<file path="config.mk">
export PLATFORM = sky130hd
export DESIGN_NAME = dual_motor_ramp_trim_drive
export DESIGN_NICKNAME = d
export VERILOG_FILES = /design/src/hdl/dmrt_pkg.sv /design/src/hdl/dmrt_cfg.sv /design/src/hdl/dmrt_ramp.sv /design/src/hdl/dmrt_trim.sv /design/src/hdl/dual_motor_ramp_trim_drive.sv
export SDC_FILE = /design/constraint.sdc
export NUM_CORES = 1
export LEC_CHECK = 0
export BUFFER_PORTS_ARGS = -buffer_cell sky130_fd_sc_hd__clkbuf_2
export CAP_MARGIN = 15
export CORE_MARGIN = 2
export CORE_UTILIZATION = 35
export DETAILED_ROUTE_END_ITERATION = 6
export GPL_TIMING_DRIVEN = 0
export PLACE_DENSITY = 0.52
export SLEW_MARGIN = 25
export SYNTH_ARGS = -nofsm -noshare
export SYNTH_HDL_FRONTEND = slang
export SYNTH_SLANG_ARGS = --single-unit
export TNS_END_PERCENT = 10
</file>
<file path="constraint.sdc">
create_clock -name clk -period 6.05 [get_ports clk]
set_input_delay 0.3025 -clock clk [delete_from_list [all_inputs] [get_ports clk]]
set_output_delay 0.3025 -clock clk [all_outputs]
set_load 0.03 [all_outputs]
</file>
<file path="src/hdl/dmrt_pkg.sv">
`timescale 1ns / 1ps
`default_nettype none
package dmrt_pkg;

  // command limits and trim range (trim is unsigned Q2.8)
  localparam int SPEED_LIMIT = 255;
  localparam int TRIM_SHIFT  = 8;

  localparam logic [9:0] TRIM_MIN         = 10'd128;
  localparam logic [9:0] TRIM_MAX         = 10'd512;
  localparam logic [9:0] LEFT_GAIN_RESET  = 10'd294;
  localparam logic [9:0] RIGHT_GAIN_RESET = 10'd256;

  // register index as decoded from paddr[2]
  localparam logic REG_LEFT_GAIN  = 1'b0;
  localparam logic REG_RIGHT_GAIN = 1'b1;

  localparam int IN_TDATA_W  = 48;
  localparam int OUT_TDATA_W = 40;
  localparam int APB_ADDR_W  = 3;

  typedef logic signed [8:0] cmd_t;
  typedef logic [9:0]        trim_t;

  // input payload, last field in the lowest bits
  typedef struct packed {
    logic [8:0]         slew_step;
    logic signed [15:0] right_target;
    logic signed [15:0] left_target;
  } in_data_t;

  typedef struct packed {
    logic     mode;
    in_data_t data;
  } item_t;

  typedef struct packed {
    cmd_t left;
    cmd_t right;
  } cmd_pair_t;

  typedef struct packed {
    trim_t left;
    trim_t right;
  } trim_pair_t;

  // one bridge side, fwd in the lowest bit
  typedef struct packed {
    logic [7:0] duty;
    logic       rev;
    logic       fwd;
  } side_t;

  // result payload, left side in the lowest bits
  typedef struct packed {
    cmd_t  right_command;
    cmd_t  left_command;
    side_t right;
    side_t left;
  } res_t;

  localparam logic signed [15:0] TGT_MAX = 16'(SPEED_LIMIT);
  localparam logic signed [15:0] TGT_MIN = -16'(SPEED_LIMIT);
  localparam logic [9:0]         DUTY_MAX = 10'(SPEED_LIMIT);

  // clamp a raw target to the command range
  function automatic cmd_t sat_target(input logic signed [15:0] t);
    cmd_t r;
    if (t > TGT_MAX) begin
      r = 9'(SPEED_LIMIT);
    end else if (t < TGT_MIN) begin
      r = -9'(SPEED_LIMIT);
    end else begin
      r = t[8:0];
    end
    return r;
  endfunction

  // clamp a written trim value to 0.5..2.0
  function automatic trim_t sat_trim(input logic [9:0] v);
    trim_t r;
    if (v < TRIM_MIN) begin
      r = TRIM_MIN;
    end else if (v > TRIM_MAX) begin
      r = TRIM_MAX;
    end else begin
      r = v;
    end
    return r;
  endfunction

  // move cur toward tgt by at most step, zero step counts as one
  function automatic cmd_t ramp_toward(input cmd_t cur, input cmd_t tgt,
                                       input logic [8:0] step);
    logic signed [10:0] cur_w;
    logic signed [10:0] tgt_w;
    logic signed [10:0] step_w;
    logic signed [10:0] up;
    logic signed [10:0] dn;
    cmd_t r;
    cur_w  = 11'(cur);
    tgt_w  = 11'(tgt);
    step_w = (step == 9'd0) ? 11'sd1 : $signed({2'b00, step});
    up     = cur_w + step_w;
    dn     = cur_w - step_w;
    if (cur_w < tgt_w) begin
      r = (up > tgt_w) ? tgt : up[8:0];
    end else if (cur_w > tgt_w) begin
      r = (dn < tgt_w) ? tgt : dn[8:0];
    end else begin
      r = cur;
    end
    return r;
  endfunction

  // scale one command by its trim, truncate toward zero, saturate
  function automatic side_t trim_side(input cmd_t cmd, input trim_t trim);
    logic       neg;
    logic [8:0] mag9;
    logic [17:0] prod;
    logic [9:0] q;
    side_t      s;
    neg  = cmd[8];
    mag9 = neg ? 9'(-cmd) : 9'(cmd);
    prod = 18'(mag9[7:0]) * 18'(trim);
    q    = prod[17:TRIM_SHIFT];
    s.duty = (q > DUTY_MAX) ? DUTY_MAX[7:0] : q[7:0];
    s.fwd  = !neg && (s.duty != 8'd0);
    s.rev  = neg && (s.duty != 8'd0);
    return s;
  endfunction

endpackage
`default_nettype wire

</file>
<file path="src/hdl/dmrt_cfg.sv">
`timescale 1ns / 1ps
`default_nettype none
module dmrt_cfg (
  input  wire logic                               clk,
  input  wire logic                               rst,
  input  wire logic                               psel,
  input  wire logic                               penable,
  input  wire logic                               pwrite,
  input  wire logic [dmrt_pkg::APB_ADDR_W-1:0]    paddr,
  input  wire logic [31:0]                        pwdata,
  output logic [31:0]                             prdata,
  output logic                                    pready,
  output dmrt_pkg::trim_pair_t                    trims
);
  import dmrt_pkg::*;

  logic  wr_en;
  logic  reg_idx;
  trim_t left_gain;
  trim_t right_gain;

  assign pready  = 1'b1;
  assign wr_en   = psel && penable && pwrite && pready;
  assign reg_idx = paddr[2];

  // trim registers, saturated on write
  always_ff @(posedge clk) begin
    if (rst) begin
      left_gain  <= LEFT_GAIN_RESET;
      right_gain <= RIGHT_GAIN_RESET;
    end else if (wr_en) begin
      case (reg_idx)
        REG_LEFT_GAIN:  left_gain  <= sat_trim(pwdata[9:0]);
        REG_RIGHT_GAIN: right_gain <= sat_trim(pwdata[9:0]);
        default: ;
      endcase
    end
  end

  // read back
  always_comb begin
    case (reg_idx)
      REG_LEFT_GAIN:  prdata = {22'd0, left_gain};
      REG_RIGHT_GAIN: prdata = {22'd0, right_gain};
      default:        prdata = 32'd0;
    endcase
  end

  assign trims.left  = left_gain;
  assign trims.right = right_gain;

endmodule
`default_nettype wire

</file>
<file path="src/hdl/dmrt_ramp.sv">
`timescale 1ns / 1ps
`default_nettype none
module dmrt_ramp (
  input  wire logic                clk,
  input  wire logic                rst,
  input  wire logic                in_valid,
  output logic                     in_ready,
  input  wire dmrt_pkg::item_t     in_item,
  output logic                     cmd_valid,
  input  wire logic                cmd_ready,
  output dmrt_pkg::cmd_pair_t      cmd
);
  import dmrt_pkg::*;

  logic      hold_valid;
  item_t     hold_item;
  logic      cmd_load;
  cmd_t      tgt_left;
  cmd_t      tgt_right;
  cmd_pair_t cmd_next;

  assign cmd_load = hold_valid && (!cmd_valid || cmd_ready);
  assign in_ready = !hold_valid || cmd_load;

  // input register
  always_ff @(posedge clk) begin
    if (rst) begin
      hold_valid <= 1'b0;
    end else if (in_ready) begin
      hold_valid <= in_valid;
    end
  end

  always_ff @(posedge clk) begin
    if (in_ready && in_valid) begin
      hold_item <= in_item;
    end
  end

  // saturate targets, then set or ramp from the stored commands
  always_comb begin
    tgt_left  = sat_target(hold_item.data.left_target);
    tgt_right = sat_target(hold_item.data.right_target);
    if (hold_item.mode) begin
      cmd_next.left  = ramp_toward(cmd.left, tgt_left, hold_item.data.slew_step);
      cmd_next.right = ramp_toward(cmd.right, tgt_right, hold_item.data.slew_step);
    end else begin
      cmd_next.left  = tgt_left;
      cmd_next.right = tgt_right;
    end
  end

  // command register, also the last-command state
  always_ff @(posedge clk) begin
    if (rst) begin
      cmd_valid <= 1'b0;
      cmd       <= '0;
    end else begin
      if (!cmd_valid || cmd_ready) begin
        cmd_valid <= hold_valid;
      end
      if (cmd_load) begin
        cmd <= cmd_next;
      end
    end
  end

endmodule
`default_nettype wire

</file>
<file path="src/hdl/dmrt_trim.sv">
`timescale 1ns / 1ps
`default_nettype none
module dmrt_trim (
  input  wire logic                  clk,
  input  wire logic                  rst,
  input  wire logic                  cmd_valid,
  output logic                       cmd_ready,
  input  wire dmrt_pkg::cmd_pair_t   cmd,
  input  wire dmrt_pkg::trim_pair_t  trims,
  output logic                       res_valid,
  input  wire logic                  res_ready,
  output dmrt_pkg::res_t             res
);
  import dmrt_pkg::*;

  res_t res_next;

  assign cmd_ready = !res_valid || res_ready;

  // per-side trim multiply and bridge decode
  always_comb begin
    res_next.left          = trim_side(cmd.left, trims.left);
    res_next.right         = trim_side(cmd.right, trims.right);
    res_next.left_command  = cmd.left;
    res_next.right_command = cmd.right;
  end

  // result register
  always_ff @(posedge clk) begin
    if (rst) begin
      res_valid <= 1'b0;
    end else if (cmd_ready) begin
      res_valid <= cmd_valid;
    end
  end

  always_ff @(posedge clk) begin
    if (cmd_ready && cmd_valid) begin
      res <= res_next;
    end
  end

endmodule
`default_nettype wire

</file>
<file path="src/hdl/dual_motor_ramp_trim_drive.sv">
`timescale 1ns / 1ps
`default_nettype none
// Two-sided H-bridge drive with slew limiting and per-side gain trim. Each input
// transaction carries left/right speed targets and a ramp step in s_tdata and the
// mode in s_tuser (0 sets the command, 1 ramps from the last command by at most
// the step). One result transaction per input: bridge direction bits, PWM duty
// and the untrimmed commands. Throughput is one transaction per clock while
// m_tready is high; the path is the input register, the command register that
// also holds the ramp state and the result register after the trim multiplier.
// Trims are Q2.8 at byte addresses 0 (left) and 4 (right) and
// clamp to 0.5..2.0 on write; change them only while the pipeline is empty.
module dual_motor_ramp_trim_drive (
  input  wire logic                                clk,
  input  wire logic                                rst,
  input  wire logic                                s_tvalid,
  output logic                                     s_tready,
  // [15:0] left_target, [31:16] right_target, [40:32] slew_step, rest zero
  input  wire logic [dmrt_pkg::IN_TDATA_W-1:0]     s_tdata,
  // [0] mode
  input  wire logic                                s_tuser,
  output logic                                     m_tvalid,
  input  wire logic                                m_tready,
  // [0] left_fwd, [1] left_rev, [9:2] left_duty, [10] right_fwd, [11] right_rev,
  // [19:12] right_duty, [28:20] left_command, [37:29] right_command, rest zero
  output logic [dmrt_pkg::OUT_TDATA_W-1:0]         m_tdata,
  input  wire logic                                psel,
  input  wire logic                                penable,
  input  wire logic                                pwrite,
  input  wire logic [dmrt_pkg::APB_ADDR_W-1:0]     paddr,
  input  wire logic [31:0]                         pwdata,
  output logic [31:0]                              prdata,
  output logic                                     pready
);
  import dmrt_pkg::*;

  item_t      in_item;
  trim_pair_t trims;
  logic       cmd_valid;
  logic       cmd_ready;
  cmd_pair_t  cmd;
  res_t       res;

  assign in_item.mode = s_tuser;
  assign in_item.data = s_tdata[$bits(in_data_t)-1:0];

  // configuration registers
  dmrt_cfg u_cfg (
    .clk     (clk),
    .rst     (rst),
    .psel    (psel),
    .penable (penable),
    .pwrite  (pwrite),
    .paddr   (paddr),
    .pwdata  (pwdata),
    .prdata  (prdata),
    .pready  (pready),
    .trims   (trims)
  );

  // target saturation and ramp
  dmrt_ramp u_ramp (
    .clk       (clk),
    .rst       (rst),
    .in_valid  (s_tvalid),
    .in_ready  (s_tready),
    .in_item   (in_item),
    .cmd_valid (cmd_valid),
    .cmd_ready (cmd_ready),
    .cmd       (cmd)
  );

  // trim and bridge outputs
  dmrt_trim u_trim (
    .clk       (clk),
    .rst       (rst),
    .cmd_valid (cmd_valid),
    .cmd_ready (cmd_ready),
    .cmd       (cmd),
    .trims     (trims),
    .res_valid (m_tvalid),
    .res_ready (m_tready),
    .res       (res)
  );

  assign m_tdata = {(OUT_TDATA_W - $bits(res_t))'(0), res};

  // a bridge side is never driven both ways
  a_no_shoot_through: assert property (@(posedge clk) disable iff (rst)
    m_tvalid |-> !(res.left.fwd && res.left.rev) && !(res.right.fwd && res.right.rev))
    else $error("bridge side driven forward and reverse");

  // zero duty exactly when the side is off
  a_duty_matches_dir: assert property (@(posedge clk) disable iff (rst)
    m_tvalid |-> ((res.left.duty == 8'd0) == !(res.left.fwd || res.left.rev)) &&
                 ((res.right.duty == 8'd0) == !(res.right.fwd || res.right.rev)))
    else $error("duty and direction bits disagree");

  // stored commands stay inside the speed limit
  a_cmd_range: assert property (@(posedge clk) disable iff (rst)
    cmd_valid |-> (cmd.left != -9'sd256) && (cmd.right != -9'sd256))
    else $error("command outside speed limit");

  // trims stay inside 0.5..2.0
  a_trim_range: assert property (@(posedge clk) disable iff (rst)
    (trims.left >= TRIM_MIN) && (trims.left <= TRIM_MAX) &&
    (trims.right >= TRIM_MIN) && (trims.right <= TRIM_MAX))
    else $error("trim register out of range");

endmodule
`default_nettype wire

</file>
After elaboration in Yosys (flattened, before gate mapping)
Cells that the tools add are included.

cells by class
  add/subtract/negate cells = 6
  $mul = 2
  $lt $le $gt $ge = 16
  equal/unequal tests = 2
  muxes and demuxes = 21
  bitwise logic cells = 1
  reduce and logical (&&, ||, !) cells = 24

operators with widths
  operator                                                                       number
  9-bit 2-to-1 mux                                                               13
  32-bit one-hot mux with 2 select lines                                         1
  8-bit by 10-bit multiplier with 18-bit output                                  2
  16-bit by 9-bit > comparator with 1-bit output, second input constant          2
  16-bit by 9-bit less-than comparator with 1-bit output, second input constant  2
  8-bit 2-to-1 mux                                                               4
  9-bit by 10-bit adder with 11-bit output                                       2
  11-bit by 9-bit > comparator with 1-bit output                                 2
  11-bit by 9-bit less-than comparator with 1-bit output                         2
  9-bit by 10-bit subtractor with 11-bit output                                  2
  10-bit by 8-bit > comparator with 1-bit output, second input constant          2
  10-bit 2-to-1 mux                                                              2
  9-bit > comparator                                                             2
  9-bit less-than comparator                                                     2
  18-bit 2-to-1 mux                                                              1
  8-bit negator                                                                  2
  8-bit nonzero test                                                             2
  10-bit > comparator, second input constant                                     1
  10-bit by 8-bit less-than comparator with 1-bit output, second input constant  1
  1-bit logical AND                                                              9
  9-bit zero test                                                                1
  2-bit AND reduction                                                            4
  3-bit inequality test, second input constant                                   2
  1-bit zero test                                                                5
  other kinds (2)                                                                4

word-level totals
  register bits = 121
  bits of input ports = 91
  output and inout bits = 75
  logic and storage cells = 91

Logic depth before layout (Yosys ltp)
Gate-level depths: netlist of the first run.

  depth after elaboration = 8
  depth in mapped cells = 25
  gate-level depth less buffers = 23

By module
From an unflattened synthesis of the first run, not the netlist that was laid out.

second synthesis, totals
  cells, all modules = 1,474
  area, all modules = 13,705.6 sq um

modules (own cells, without submodules)
  module                      times used  cells an instance  area each (sq um)
  dmrt_trim                   1           716                6,836.6
  dmrt_ramp                   1           632                5,785.5
  dmrt_cfg                    1           123                1,064.8
  dual_motor_ramp_trim_drive  1           3                  18.8

Worst setup path before layout of the first run
Ideal clock, no wire load.

  kind = register to register
  from = reg, netlist name u_ramp.cmd[10]
  to = reg, netlist name u_trim.res[0]
  setup time = 0.255 ns
  arrival time = 5.949 ns
  data required time = 5.795 ns
  setup slack = -0.154 ns
  stages on the path, launching flop included = 23
  path buffers = 0
  period minus slack after synthesis = 6.204 ns
  cell sequence = dfxtp_1 > inv_1 > ha_1 > nand2_1 > o31ai_1 > xor2_1 > nand2b_1 > fa_1 > fa_1 > inv_1 > fa_1 > inv_1 > fa_1 > inv_1 > ha_1 > a211o_1 > o211ai_1 > o311ai_4 > a211o_2 > and4_4 > nor4_4 > nand4b_1 > and2_1

==> metrics.txt, run 1 <==
# TYPE chip_impl_metric gauge
chip_impl_info{name="run_status",value="complete, no violations"} 1
chip_impl_metric{name="synth_seq_area_share",unit="%"} 24.2
chip_impl_metric{name="insertion_delay",unit="ps"} 450
chip_impl_info{name="worst_setup_path_start_kind",value="flop"} 1
chip_impl_metric{name="max-slew-margin-rel",unit="%"} 53.1
chip_impl_info{name="synth_top_cells_by_area",value="sky130_fd_sc_hd__edfxtp_1, sky130_fd_sc_hd__ha_1, sky130_fd_sc_hd__fa_1, sky130_fd_sc_hd__dfxtp_1, sky130_fd_sc_hd__inv_1"} 1
chip_impl_metric{name="final.period_utilization",unit="%"} 99.0
chip_impl_metric{name="vias_per_cell",unit=""} 4.88
chip_impl_info{name="crit_path_most_repeated_cell",value="sky130_fd_sc_hd__fa_1"} 1
chip_impl_info{name="synth_ff_type",value="sky130_fd_sc_hd__edfxtp_1"} 1
chip_impl_metric{name="leakage",unit="nW"} 7.75
chip_impl_metric{name="area.growth.synth_to_final",unit="%"} 24.9
chip_impl_metric{name="syn_inst",unit=""} 1433
chip_impl_metric{name="worst_slew_pin_slew",unit="ps"} 702
chip_impl_info{name="highest-signal-layer",value="met4"} 1
chip_impl_info{name="synth.top_cells.by_count",value="sky130_fd_sc_hd__inv_1, sky130_fd_sc_hd__ha_1, sky130_fd_sc_hd__fa_1"} 1
chip_impl_info{name="criticalPathCategory",value="flop to flop"} 1
chip_impl_metric{name="yosysUniqueCellTypes",unit=""} 83
chip_impl_metric{name="initial_utilization",unit="%"} 35.5
chip_impl_info{name="worst_hold_path_type",value="primary input to flop"} 1
chip_impl_metric{name="worst-endpoint-required",unit="ps"} 6230
chip_impl_metric{name="detail_route.first_pass.iterations",unit=""} 4
chip_impl_info{name="ctsRootBufferMaster",value="sky130_fd_sc_hd__clkbuf_16"} 1
chip_impl_metric{name="wire_length_of_the_first_global_routing_pass",unit="um"} 56100
chip_impl_metric{name="clk_pin_slew",unit="ps"} 60
chip_impl_metric{name="cts_num_sinks",unit=""} 121
chip_impl_metric{name="htree_num_levels",unit=""} 4
chip_impl_metric{name="utilization",unit="%"} 44.3
chip_impl_metric{name="peakVddDrop",unit="uV"} 200
chip_impl_metric{name="routed-via-count",unit=""} 10700
chip_impl_info{name="critical_path.endpoint_type",value="flop"} 1
chip_impl_metric{name="tritoncts.num_buffers",unit=""} 17
chip_impl_metric{name="port_buffers",unit=""} 109
chip_impl_metric{name="antenna_left",unit=""} 0
chip_impl_info{name="path_delay_family",value="adder cells"} 1
chip_impl_metric{name="first_global_vias",unit=""} 10800
chip_impl_info{name="path_cells",value="or3_4, o31ai_4, xor2_4, buf_6, nor2b_2, fa_1, fa_1, fa_1, inv_2, fa_1, inv_2, ha_4, nand2_1, o21ai_4, a221oi_4, o211ai_2, o211ai_1, or4b_4, nor4_4, nor2_1"} 1
chip_impl_metric{name="number_of_inserted_filler_cells_in_the_final_layout",unit=""} 3678
chip_impl_metric{name="io_pins",unit=""} 166
chip_impl_metric{name="timing.critical_path.slowest_cell_delay",unit="ps"} 570
chip_impl_info{name="cell_taking_the_most_area_after_synthesis",value="sky130_fd_sc_hd__edfxtp_1"} 1
chip_impl_metric{name="gp_congestion",unit=""} 0.862
chip_impl_metric{name="std_cell_rows",unit=""} 71
chip_impl_metric{name="drtIter0Drc",unit=""} 469
chip_impl_metric{name="antenna_found_initial",unit=""} 0
chip_impl_metric{name="finalClockSkew",unit="ps"} 9.52
chip_impl_metric{name="core_region_area",unit="mm2"} 0.0376
chip_impl_metric{name="wl",unit="um"} 35200
chip_impl_metric{name="hpwl",unit="um"} 27000
chip_impl_metric{name="max_cap_violations",unit=""} 0
chip_impl_metric{name="hold_viol",unit=""} 0
chip_impl_metric{name="synth_top_cell_area_share",unit="%"} 18.0
chip_impl_metric{name="met2_routed_length",unit="um"} 17000
chip_impl_metric{name="antenna-diode-count",unit=""} 0
chip_impl_metric{name="cp.buffers_inverters",unit=""} 3
chip_impl_metric{name="setup_ws_pre_cts",unit="ps"} -1420
chip_impl_metric{name="syn_area",unit="mm2"} 0.0133
chip_impl_metric{name="dpl-instance-area",unit="mm2"} 0.0148
chip_impl_metric{name="synthesis.area_per_instance",unit="um2"} 9.31
chip_impl_metric{name="final-max-slew-violation-count",unit=""} 0
chip_impl_metric{name="setup_viols_final",unit=""} 0
chip_impl_metric{name="worstHoldPathCells",unit=""} 1
chip_impl_metric{name="r2r.worst_path.cells",unit=""} 20
chip_impl_metric{name="stdcell_area",unit="mm2"} 0.0167
chip_impl_metric{name="yosys_warnings",unit=""} 0
chip_impl_metric{name="die_h",unit="um"} 199
chip_impl_metric{name="global_route.overflow_total",unit=""} 0
chip_impl_metric{name="post-route-worst-setup-slack",unit="ps"} 61.3
chip_impl_metric{name="ctsLongestPathBuffers",unit=""} 2
chip_impl_metric{name="post-layout-total-power",unit="mW"} 3.65
chip_impl_metric{name="powerDensity",unit="mW/mm2"} 219
chip_impl_metric{name="grt_start_max_net_pins",unit=""} 21
chip_impl_metric{name="chipWidth",unit="um"} 199
chip_impl_metric{name="met3_wl",unit="um"} 1180
chip_impl_metric{name="arrival",unit="ps"} 6170
chip_impl_metric{name="async_reset_ff_share",unit="%"} 0
chip_impl_info{name="unrepaired_setup_endpoints_after_global_routing",value="yes"} 1
chip_impl_metric{name="detail_route.drc_violations",unit=""} 0
chip_impl_metric{name="worst_path_fanout_max",unit=""} 6
chip_impl_metric{name="design.die.area",unit="mm2"} 0.0397
chip_impl_metric{name="worstSetupPathDepth",unit=""} 20
chip_impl_info{name="cp_slowest_cell",value="sky130_fd_sc_hd__fa_1"} 1
chip_impl_metric{name="fmax",unit="GHz"} 0.167
chip_impl_metric{name="post_synth_edffs",unit=""} 80
chip_impl_info{name="tritoncts",value="yes"} 1
chip_impl_metric{name="gr-usage-all-layers",unit="%"} 18.4
chip_impl_metric{name="layout_min_cycle_time",unit="ps"} 5990
chip_impl_metric{name="post_route_cells_drive_above_1_share",unit="%"} 22.8
chip_impl_metric{name="wl_met1",unit="um"} 16400
chip_impl_metric{name="ys_ff_latch",unit=""} 121
chip_impl_metric{name="avgRoutedWirePerCell",unit="um"} 16.1
chip_impl_info{name="yosys.cell_count.top_type",value="sky130_fd_sc_hd__inv_1"} 1
chip_impl_metric{name="final_nets",unit=""} 2028
[cells by family after synthesis]
kind of cell | Yosys count | share of synthesized area, %
AND/OR/NAND/NOR | 450 | 18.1
adder cells (fa/ha/maj) | 271 | 30.9
AO/OA/AOI/OAI | 267 | 13.8
buffers and inverters | 247 | 7.65
flip-flops | 121 | 24.2
XOR/XNOR | 60 | 3.94
multiplexers | 15 | 1.35
other | 2 | 0.0563
[stage by stage]
stage / hold slack (ps) / TNS [ps] / instances
2_1_floorplan: 401 / -34.3 / 1456
3_3_place_gp: 480 / -19280 / 2076
3_5_place_dp: 481 / -20250 / 2080
4_1_cts: 1.06 / 0 / 2175
5_1_grt: 7.53 / -288 / 2190
6_report: 30.2 / 0 / 2190
[timing repair]
item / in CTS / in global routing
buffers inserted: 57 / 15
endpoints found under the setup margin: 20 / 20
resized for setup: 118 / 48
gates cloned: 0 / 0
endpoints found under the hold margin: 8 / 0
hold buffers: 8 / 0
pin swaps: 56 / 53
[per-layer routing]
layer	vias up	GRT usage, %
met1	5131	24.2
met3	37	2.90
met4	0	5.94
met2	181	30.7
met5	-	0
li1	5333	-
[cell type report]
cell class / instances / area, um2 / area share [%]
repair buffers: 193 / 1290 / 7.77
flip-flops and latches: 121 / 3270 / 19.6
inverters: 186 / 707 / 4.24
well taps: 511 / 639 / 3.84
multi-input cells: 1088 / 9830 / 59.0
plain buffers: 59 / 358 / 2.15
clock buffers: 17 / 425 / 2.55
clock inverters: 15 / 140 / 0.841
[state kept, by name (all words and copies together) (netlist names)]
| signal | cells |
|---|---|
| u_cfg.left_gain | 10 |
| u_cfg.right_gain | 10 |
| u_ramp.cmd | 18 |
| u_ramp.cmd_valid | 1 |
| u_ramp.hold_item | 42 |
| u_ramp.hold_valid | 1 |
| u_trim.res | 38 |
| u_trim.res_valid | 1 |
[layout by cell type, fill, tap and decap left out, drive strengths merged, types with 26 or more instances in the layout]
cell	synthesis	routed
a21o	26	26
edfxtp	80	80
nor2	69	69
o21ai	36	36
a21oi	91	91
ha	173	173
nand3	32	32
fa	98	98
dfxtp	41	41
nand2b	34	34
inv	185	190
nor2b	86	86
buf	32	109
nand2	95	95
and2	55	55
xnor2	41	41
clkbuf	29	152
[path summary, 6_finish.rpt]
kind / start / end / slack (ps)
setup / recovery: u_ramp.cmd[0] / u_trim.res[10] / 60
hold / removal: s_tdata[0] / u_ramp.hold_item[0] / 30
setup reg to reg: u_ramp.cmd[0] / u_trim.res[10] / 60
hold reg to reg: u_ramp.cmd[0] / u_trim.res[29] / 490
[power breakdown]
group | switching, mW | internal (mW) | leakage (nW)
Clock | 0.444 | 0.571 | 0.267
Combinational | 0.922 | 0.703 | 6.37
Sequential | 0.0580 | 0.956 | 1.12
(Power assumes the default switching activity.)
==> inputs of run 2 (changes only) <==
--- a/config.mk
+++ b/config.mk
@@ -8,10 +8,10 @@
 export BUFFER_PORTS_ARGS = -buffer_cell sky130_fd_sc_hd__clkbuf_2
 export CAP_MARGIN = 15
 export CORE_MARGIN = 2
-export CORE_UTILIZATION = 35
+export CORE_UTILIZATION = 55
 export DETAILED_ROUTE_END_ITERATION = 6
 export GPL_TIMING_DRIVEN = 0
-export PLACE_DENSITY = 0.52
+export PLACE_DENSITY = 0.76
 export SLEW_MARGIN = 25
 export SYNTH_ARGS = -nofsm -noshare
 export SYNTH_HDL_FRONTEND = slang
==> metrics.txt, run 2 (synthesis results as in run 1) <==
# TYPE chip_impl_metric gauge
chip_impl_metric{name="setup_viols_final",unit=""} 0
chip_impl_metric{name="grt_start_max_net_pins",unit=""} 22
chip_impl_info{name="registers.top_by_ff_count",value="u_ramp.hold_item"} 1
chip_impl_metric{name="worst_slew_pin_slew",unit="ps"} 820
chip_impl_metric{name="utilization",unit="%"} 67.9
chip_impl_metric{name="tritoncts.num_buffers",unit=""} 17
chip_impl_metric{name="design.die.area",unit="mm2"} 0.0255
chip_impl_metric{name="worst_path_fanout_max",unit=""} 7
chip_impl_metric{name="clk_pin_slew",unit="ps"} 60
chip_impl_info{name="hold_start",value="s_tdata[35]"} 1
chip_impl_info{name="tritoncts",value="yes"} 1
chip_impl_metric{name="core_region_area",unit="mm2"} 0.0236
chip_impl_metric{name="first_global_vias",unit=""} 11200
chip_impl_metric{name="insertion_delay",unit="ps"} 440
chip_impl_metric{name="htree_num_levels",unit=""} 4
chip_impl_metric{name="avgRoutedWirePerCell",unit="um"} 17.4
chip_impl_metric{name="finalClockSkew",unit="ps"} 7.69
chip_impl_metric{name="initial_utilization",unit="%"} 56.5
chip_impl_metric{name="gp_congestion",unit=""} 0.904
chip_impl_metric{name="number_of_inserted_filler_cells_in_the_final_layout",unit=""} 1804
chip_impl_info{name="worst_setup_path_start_kind",value="flop"} 1
chip_impl_info{name="run_status",value="complete, no violations"} 1
chip_impl_info{name="cp_slowest_cell",value="sky130_fd_sc_hd__fa_1"} 1
chip_impl_info{name="reg_top3",value="u_ramp.hold_item x42, u_trim.res x38, u_ramp.cmd x18"} 1
chip_impl_metric{name="fmax",unit="GHz"} 0.166
chip_impl_metric{name="detail_route.drc_violations",unit=""} 0
chip_impl_info{name="rr_endpoint",value="u_trim.res[1]"} 1
chip_impl_metric{name="hpwl",unit="um"} 25000
chip_impl_metric{name="antenna_left",unit=""} 0
chip_impl_metric{name="gr-usage-all-layers",unit="%"} 26.6
chip_impl_info{name="r2r_start",value="u_ramp.cmd[12]"} 1
chip_impl_metric{name="wl",unit="um"} 34100
chip_impl_metric{name="global_route.overflow_total",unit=""} 0
chip_impl_metric{name="std_cell_rows",unit=""} 56
chip_impl_info{name="path_delay_family",value="adder cells"} 1
chip_impl_metric{name="die_h",unit="um"} 160
chip_impl_metric{name="max_ffs_per_register",unit=""} 42
chip_impl_info{name="path_cells",value="buf_4, nor2_2, nand2_2, o31ai_4, xor2_2, buf_4, nand2b_1, fa_1, fa_1, inv_1, fa_1, inv_1, fa_1, inv_1, ha_4, a211o_1, o211ai_1, buf_4, o311ai_4, a211o_4, and4_4, nor4_4, nand4b_1, and2_1"} 1
chip_impl_metric{name="post_route_cells_drive_above_1_share",unit="%"} 20.8
chip_impl_metric{name="final_nets",unit=""} 1995
chip_impl_metric{name="placed_cells_incl_taps",unit=""} 1887
chip_impl_info{name="worst_hold_path_type",value="primary input to flop"} 1
chip_impl_metric{name="vias_per_cell",unit=""} 5.60
chip_impl_info{name="unrepaired_setup_endpoints_after_global_routing",value="yes"} 1
chip_impl_metric{name="worst-endpoint-required",unit="ps"} 6240
chip_impl_metric{name="post-layout-total-power",unit="mW"} 3.60
chip_impl_metric{name="r2r.worst_path.cells",unit=""} 24
chip_impl_metric{name="area.growth.synth_to_final",unit="%"} 20.3
chip_impl_metric{name="fin_cells",unit=""} 1965
chip_impl_metric{name="wire_length_of_the_first_global_routing_pass",unit="um"} 54700
chip_impl_metric{name="timing.critical_path.slowest_cell_delay",unit="ps"} 540
chip_impl_metric{name="final.period_utilization",unit="%"} 99.4
chip_impl_info{name="most-common-layout-cells",value="sky130_fd_sc_hd__inv_1, sky130_fd_sc_hd__ha_1, sky130_fd_sc_hd__clkbuf_2"} 1
chip_impl_info{name="most_common_cell_after_layout_fill_and_taps_aside",value="sky130_fd_sc_hd__inv_1"} 1
chip_impl_metric{name="final.hold.worst_slack",unit="ps"} 36.9
chip_impl_metric{name="sequential_cell_area",unit="mm2"} 0.00326
chip_impl_metric{name="dpl-instance-area",unit="mm2"} 0.0145
chip_impl_info{name="critical_path.endpoint_type",value="flop"} 1
chip_impl_metric{name="cts_num_sinks",unit=""} 121
chip_impl_metric{name="powerDensity",unit="mW/mm2"} 224
chip_impl_metric{name="ff2ff_setup_slack",unit="ps"} 30
chip_impl_metric{name="max_cap_violations",unit=""} 0
chip_impl_info{name="timing.critical_path.from",value="u_ramp.cmd[12]"} 1
chip_impl_metric{name="final-max-slew-violation-count",unit=""} 0
chip_impl_metric{name="peakVddDrop",unit="uV"} 214
chip_impl_info{name="criticalPathCategory",value="flop to flop"} 1
chip_impl_metric{name="worstHoldPathCells",unit=""} 1
chip_impl_metric{name="stdcell_area",unit="mm2"} 0.0160
chip_impl_metric{name="ctsLongestPathBuffers",unit=""} 2
chip_impl_metric{name="antenna-diode-count",unit=""} 0
chip_impl_metric{name="antenna_found_initial",unit=""} 0
chip_impl_metric{name="hold_viol",unit=""} 0
chip_impl_info{name="crit_path_most_repeated_cell",value="sky130_fd_sc_hd__fa_1"} 1
chip_impl_metric{name="chipWidth",unit="um"} 160
chip_impl_metric{name="drtIter0Drc",unit=""} 783
chip_impl_metric{name="routed-via-count",unit=""} 11000
chip_impl_metric{name="arrival",unit="ps"} 6200
chip_impl_info{name="ctsRootBufferMaster",value="sky130_fd_sc_hd__clkbuf_16"} 1
chip_impl_metric{name="cts.hold.buffers_added",unit=""} 0
chip_impl_metric{name="io_pins",unit=""} 166
chip_impl_metric{name="port_buffers",unit=""} 109
chip_impl_info{name="whs_endpoint",value="u_ramp.hold_item[35]"} 1
chip_impl_metric{name="max-slew-margin-rel",unit="%"} 45.2
chip_impl_metric{name="cp.buffers_inverters",unit=""} 6
chip_impl_metric{name="multi_input_area",unit="mm2"} 0.00977
chip_impl_metric{name="leakage",unit="nW"} 7.56
chip_impl_metric{name="layout_min_cycle_time",unit="ps"} 6020
chip_impl_metric{name="detail_route.first_pass.iterations",unit=""} 5
-- run 2: worst reg2reg max path, cell delays in order, from the launching register on --
cell and delay [ps]:
sky130_fd_sc_hd__dfxtp_4 350, sky130_fd_sc_hd__buf_4 180, sky130_fd_sc_hd__nor2_2 110, sky130_fd_sc_hd__nand2_2 110, sky130_fd_sc_hd__o31ai_4 270, sky130_fd_sc_hd__xor2_2 260, sky130_fd_sc_hd__buf_4 150, sky130_fd_sc_hd__nand2b_1 110
sky130_fd_sc_hd__fa_1 450, sky130_fd_sc_hd__fa_1 530, sky130_fd_sc_hd__inv_1 60, sky130_fd_sc_hd__fa_1 530, sky130_fd_sc_hd__inv_1 70, sky130_fd_sc_hd__fa_1 540, sky130_fd_sc_hd__inv_1 70, sky130_fd_sc_hd__ha_4 250
sky130_fd_sc_hd__a211o_1 280, sky130_fd_sc_hd__o211ai_1 90, sky130_fd_sc_hd__buf_4 160, sky130_fd_sc_hd__o311ai_4 120, sky130_fd_sc_hd__a211o_4 380, sky130_fd_sc_hd__and4_4 180, sky130_fd_sc_hd__nor4_4 170, sky130_fd_sc_hd__nand4b_1 160
sky130_fd_sc_hd__and2_1 170
-- run 2: final cells by class --
type | count | share of cell area (%)
Multi-Input combinational cell | 1088 | 60.9
Sequential cell | 121 | 20.3
Timing Repair Buffer | 160 | 6.30
Inverter | 186 | 4.38
Clock buffer | 17 | 2.65
Tap cell | 319 | 2.49
Buffer | 59 | 2.15
Clock inverter | 15 | 0.788
-- run 2: how the worst max path moves through the flow --
stage                                end  slack (ps)  cells past startpoint
after floorplan           u_trim.res[10]         -20                     22
after global placement    u_trim.res[10]       -1050                     24
after detailed placement  u_trim.res[10]       -1170                     24
after CTS                  u_trim.res[0]           6                     22
after global routing       u_trim.res[1]        -180                     23
final                      u_trim.res[1]          30                     24
-- run 2: metrics by stage --
stage / setup slack [ps] / TNS, ps
floorplan: -21.1 / -34.3
global placement: -1050 / -15380
detailed placement: -1170 / -16860
CTS: 5.52 / 0
global route: -178 / -1600
finish: 33.9 / 0
-- run 2: power breakdown --
| part | leakage (nW) | internal, mW | total [mW] | switching, mW |
|---|---|---|---|---|
| combinational | 6.19 | 0.663 | 1.58 | 0.920 |
| clock | 0.261 | 0.563 | 0.993 | 0.430 |
| sequential | 1.12 | 0.957 | 1.02 | 0.0624 |
-- run 2: metal layers --
metal | track usage [%] | vias to the layer above | part of all wire (%)
met1 | 33.2 | 5331 | 42
met5 | 0 | - | 0
met3 | 4.65 | 69 | 5.8
met4 | 8.35 | 0 | 2.5
met2 | 46.9 | 337 | 50
li1 | - | 5259 | -
-- run 2: repair_timing --
action	in CTS	in global routing
buffers inserted	31	18
pin swaps	24	58
endpoints found under the setup margin	20	20
cloned	0	0
hold endpoints to repair	0	0
gates resized for setup	81	59
==> inputs of run 3 (changes only) <==
--- a/config.mk
+++ b/config.mk
@@ -8,10 +8,11 @@
 export BUFFER_PORTS_ARGS = -buffer_cell sky130_fd_sc_hd__clkbuf_2
 export CAP_MARGIN = 15
 export CORE_MARGIN = 2
-export CORE_UTILIZATION = 55
+export CORE_UTILIZATION = 40
 export DETAILED_ROUTE_END_ITERATION = 6
 export GPL_TIMING_DRIVEN = 0
-export PLACE_DENSITY = 0.76
+export PLACE_DENSITY = 0.56
+export SKIP_LAST_GASP = 1
 export SLEW_MARGIN = 25
 export SYNTH_ARGS = -nofsm -noshare
 export SYNTH_HDL_FRONTEND = slang
==> constraint.sdc (replaced) <==
create_clock -name clk -period 7.65 [get_ports clk]
set_input_delay 0.3825 -clock clk [delete_from_list [all_inputs] [get_ports clk]]
set_output_delay 0.3825 -clock clk [all_outputs]
set_load 0.03 [all_outputs]
==> metrics.txt, run 3 (synthesis results as in run 1) <==
# TYPE chip_impl_metric gauge
chip_impl_metric{name="wire_length_of_the_first_global_routing_pass",unit="um"} 55200
chip_impl_metric{name="leakage",unit="nW"} 7.32
chip_impl_metric{name="clk_pin_slew",unit="ps"} 60
chip_impl_metric{name="utilization",unit="%"} 46.8
chip_impl_metric{name="worst-endpoint-required",unit="ps"} 7820
chip_impl_info{name="registers.top_by_ff_count",value="u_ramp.hold_item"} 1
chip_impl_metric{name="final_nets",unit=""} 1950
chip_impl_metric{name="power.clock.fraction",unit="%"} 31.7
chip_impl_metric{name="insertion_delay",unit="ps"} 430
chip_impl_metric{name="setup_viols_final",unit=""} 0
chip_impl_info{name="reg_top3",value="u_ramp.hold_item x42, u_trim.res x38, u_ramp.cmd x18"} 1
chip_impl_metric{name="final.hold.worst_slack",unit="ps"} 123
chip_impl_metric{name="finalClockSkew",unit="ps"} 11.9
chip_impl_metric{name="fmax",unit="GHz"} 0.138
chip_impl_metric{name="wl",unit="um"} 33500
chip_impl_metric{name="worst_slew_pin_slew",unit="ps"} 963
chip_impl_metric{name="ctsLongestPathBuffers",unit=""} 2
chip_impl_metric{name="antenna-diode-count",unit=""} 0
chip_impl_info{name="worst_setup_path_start_kind",value="flop"} 1
chip_impl_metric{name="setup_ws_pre_cts",unit="ps"} 148
chip_impl_metric{name="gp_congestion",unit=""} 0.906
chip_impl_metric{name="antenna_found_initial",unit=""} 0
chip_impl_metric{name="initial_utilization",unit="%"} 40.8
chip_impl_metric{name="post-route-worst-setup-slack",unit="ps"} 416
chip_impl_metric{name="detail_route.first_pass.iterations",unit=""} 6
chip_impl_info{name="worst_hold_path_type",value="primary input to flop"} 1
chip_impl_metric{name="die_h",unit="um"} 187
chip_impl_metric{name="antenna_left",unit=""} 0
chip_impl_metric{name="finalSetupTns",unit="ps"} 0
chip_impl_info{name="most_common_cell_after_layout_fill_and_taps_aside",value="sky130_fd_sc_hd__inv_1"} 1
chip_impl_metric{name="power.share.switching",unit="%"} 38.4
chip_impl_metric{name="grt_start_max_net_pins",unit=""} 21
chip_impl_metric{name="final-max-slew-violation-count",unit=""} 0
chip_impl_metric{name="design.die.area",unit="mm2"} 0.0348
chip_impl_metric{name="hpwl",unit="um"} 26500
chip_impl_metric{name="first_global_vias",unit=""} 10900
chip_impl_metric{name="final.period_utilization",unit="%"} 94.6
chip_impl_metric{name="pwr-share-seq",unit="%"} 29.2
chip_impl_metric{name="max_cap_violations",unit=""} 0
chip_impl_metric{name="routed-via-count",unit=""} 10500
chip_impl_metric{name="core_region_area",unit="mm2"} 0.0327
chip_impl_metric{name="area.growth.synth_to_final",unit="%"} 14.8
chip_impl_metric{name="io_pins",unit=""} 166
chip_impl_metric{name="max-slew-margin-rel",unit="%"} 35.3
chip_impl_metric{name="vias_per_cell",unit=""} 5.13
chip_impl_info{name="tritoncts",value="yes"} 1
chip_impl_info{name="criticalPathCategory",value="flop to flop"} 1
chip_impl_metric{name="chipWidth",unit="um"} 187
chip_impl_metric{name="global_route.overflow_total",unit=""} 0
chip_impl_metric{name="detail_route.drc_violations",unit=""} 0
chip_impl_info{name="critical_path.endpoint_type",value="flop"} 1
chip_impl_info{name="most-common-layout-cells",value="sky130_fd_sc_hd__inv_1, sky130_fd_sc_hd__ha_1, sky130_fd_sc_hd__clkbuf_2"} 1
chip_impl_info{name="run_status",value="complete, no violations"} 1
chip_impl_metric{name="htree_num_levels",unit=""} 4
chip_impl_metric{name="peakVddDrop",unit="uV"} 147
chip_impl_metric{name="power.internal",unit="mW"} 1.71
chip_impl_metric{name="total_switching_power",unit="mW"} 1.06
chip_impl_metric{name="arrival",unit="ps"} 7400
chip_impl_metric{name="layout_min_cycle_time",unit="ps"} 7230
chip_impl_metric{name="tritoncts.num_buffers",unit=""} 17
chip_impl_info{name="unrepaired_setup_endpoints_after_global_routing",value="yes"} 1
chip_impl_metric{name="drtIter0Drc",unit=""} 536
chip_impl_metric{name="max_ffs_per_register",unit=""} 42
chip_impl_info{name="ctsRootBufferMaster",value="sky130_fd_sc_hd__clkbuf_16"} 1
chip_impl_metric{name="cts_num_sinks",unit=""} 121
chip_impl_metric{name="hold_viol",unit=""} 0
chip_impl_metric{name="port_buffers",unit=""} 109
chip_impl_metric{name="worst_path_fanout_max",unit=""} 10
chip_impl_metric{name="avgRoutedWirePerCell",unit="um"} 16.4
chip_impl_metric{name="gr-usage-all-layers",unit="%"} 19.6
chip_impl_metric{name="powerDensity",unit="mW/mm2"} 181
chip_impl_metric{name="combinationalPowerShare",unit="%"} 39.1
chip_impl_metric{name="post_route_cells_drive_above_1_share",unit="%"} 13.2
chip_impl_metric{name="std_cell_rows",unit=""} 66
run 3: cell count changes in the layout (fill, tap and decap cells not counted), sizes merged:
| cell | delta |
|---|---|
| inv | +3 |
| clkinv | -4 |
| clkinvlp | -2 |
| clkbuf | +4 |
| bufinv | +2 |
| buf | -48 |
run 3: power groups by stage:
stage	Clock (mW)	Combinational [mW]	Sequential [mW]
5_1_grt	0.922	1.24	0.817
6_report	0.879	1.09	0.811
3_5_place_dp	0	1.08	0.825
2_1_floorplan	0	0.791	0.822
3_3_place_gp	0	1.06	0.826
4_1_cts	0.897	1.09	0.810
run 3: worst max-delay path, stage by stage (launching register included):
cell and delay [ps]:
sky130_fd_sc_hd__dfxtp_1 630, sky130_fd_sc_hd__clkbuf_1 560, sky130_fd_sc_hd__o31ai_1 190, sky130_fd_sc_hd__xor2_1 720, sky130_fd_sc_hd__nor2b_1 130, sky130_fd_sc_hd__fa_1 510, sky130_fd_sc_hd__inv_1 60, sky130_fd_sc_hd__fa_1 530
sky130_fd_sc_hd__inv_1 60, sky130_fd_sc_hd__fa_1 540, sky130_fd_sc_hd__inv_1 60, sky130_fd_sc_hd__fa_1 530, sky130_fd_sc_hd__inv_1 40, sky130_fd_sc_hd__ha_1 270, sky130_fd_sc_hd__clkbuf_1 180, sky130_fd_sc_hd__or3_1 360
sky130_fd_sc_hd__o21ai_0 80, sky130_fd_sc_hd__a21oi_1 70, sky130_fd_sc_hd__a311oi_1 340, sky130_fd_sc_hd__o211ai_1 120, sky130_fd_sc_hd__or4b_1 530, sky130_fd_sc_hd__nor4_2 360, sky130_fd_sc_hd__nor2_1 80
run 3: repair_timing:
action	CTS	global route
buffers inserted	0	1
setup endpoints to repair	0	4
gates resized for setup	0	8
hold buffers	0	0
run 3: final timing paths:
kind	endpoint	cells past startpoint	slack, ps	startpoint
setup / recovery	u_trim.res[11]	22	420	u_ramp.cmd[8]
hold / removal	u_ramp.hold_item[23]	1	120	s_tdata[23]
setup reg to reg	u_trim.res[11]	22	420	u_ramp.cmd[8]
hold reg to reg	u_trim.res[20]	0	560	u_ramp.cmd[9]
run 3: layout make-up:
class / count / area (um2)
plain buffers: 61 / 323
clock buffers: 18 / 429
clock inverters: 14 / 186
fillers: 3186 / 17400
inverters: 186 / 698
multi-input cells: 1088 / 9260
flip-flops and latches: 121 / 3220
well taps: 442 / 553
repair buffers: 113 / 636
run 3: stage by stage:
| step | instance area, um2 | total power, mW | cells |
|---|---|---|---|
| finish | 15300 | 2.78 | 2043 |
| global route | 15300 | 2.98 | 2043 |
| CTS | 15200 | 2.80 | 2042 |
| detailed placement | 14600 | 1.90 | 2010 |
| global placement | 14500 | 1.88 | 2007 |
| floorplan | 13400 | 1.61 | 1456 |
run 3: per-layer routing:
layer | track usage [%] | vias up | wire length [um]
met2 | 33.5 | 202 | 16200
met1 | 25.9 | 5082 | 15600
met5 | 0 | - | 0
li1 | - | 5169 | -
met4 | 5.80 | 0 | 581
met3 | 2.50 | 36 | 1130
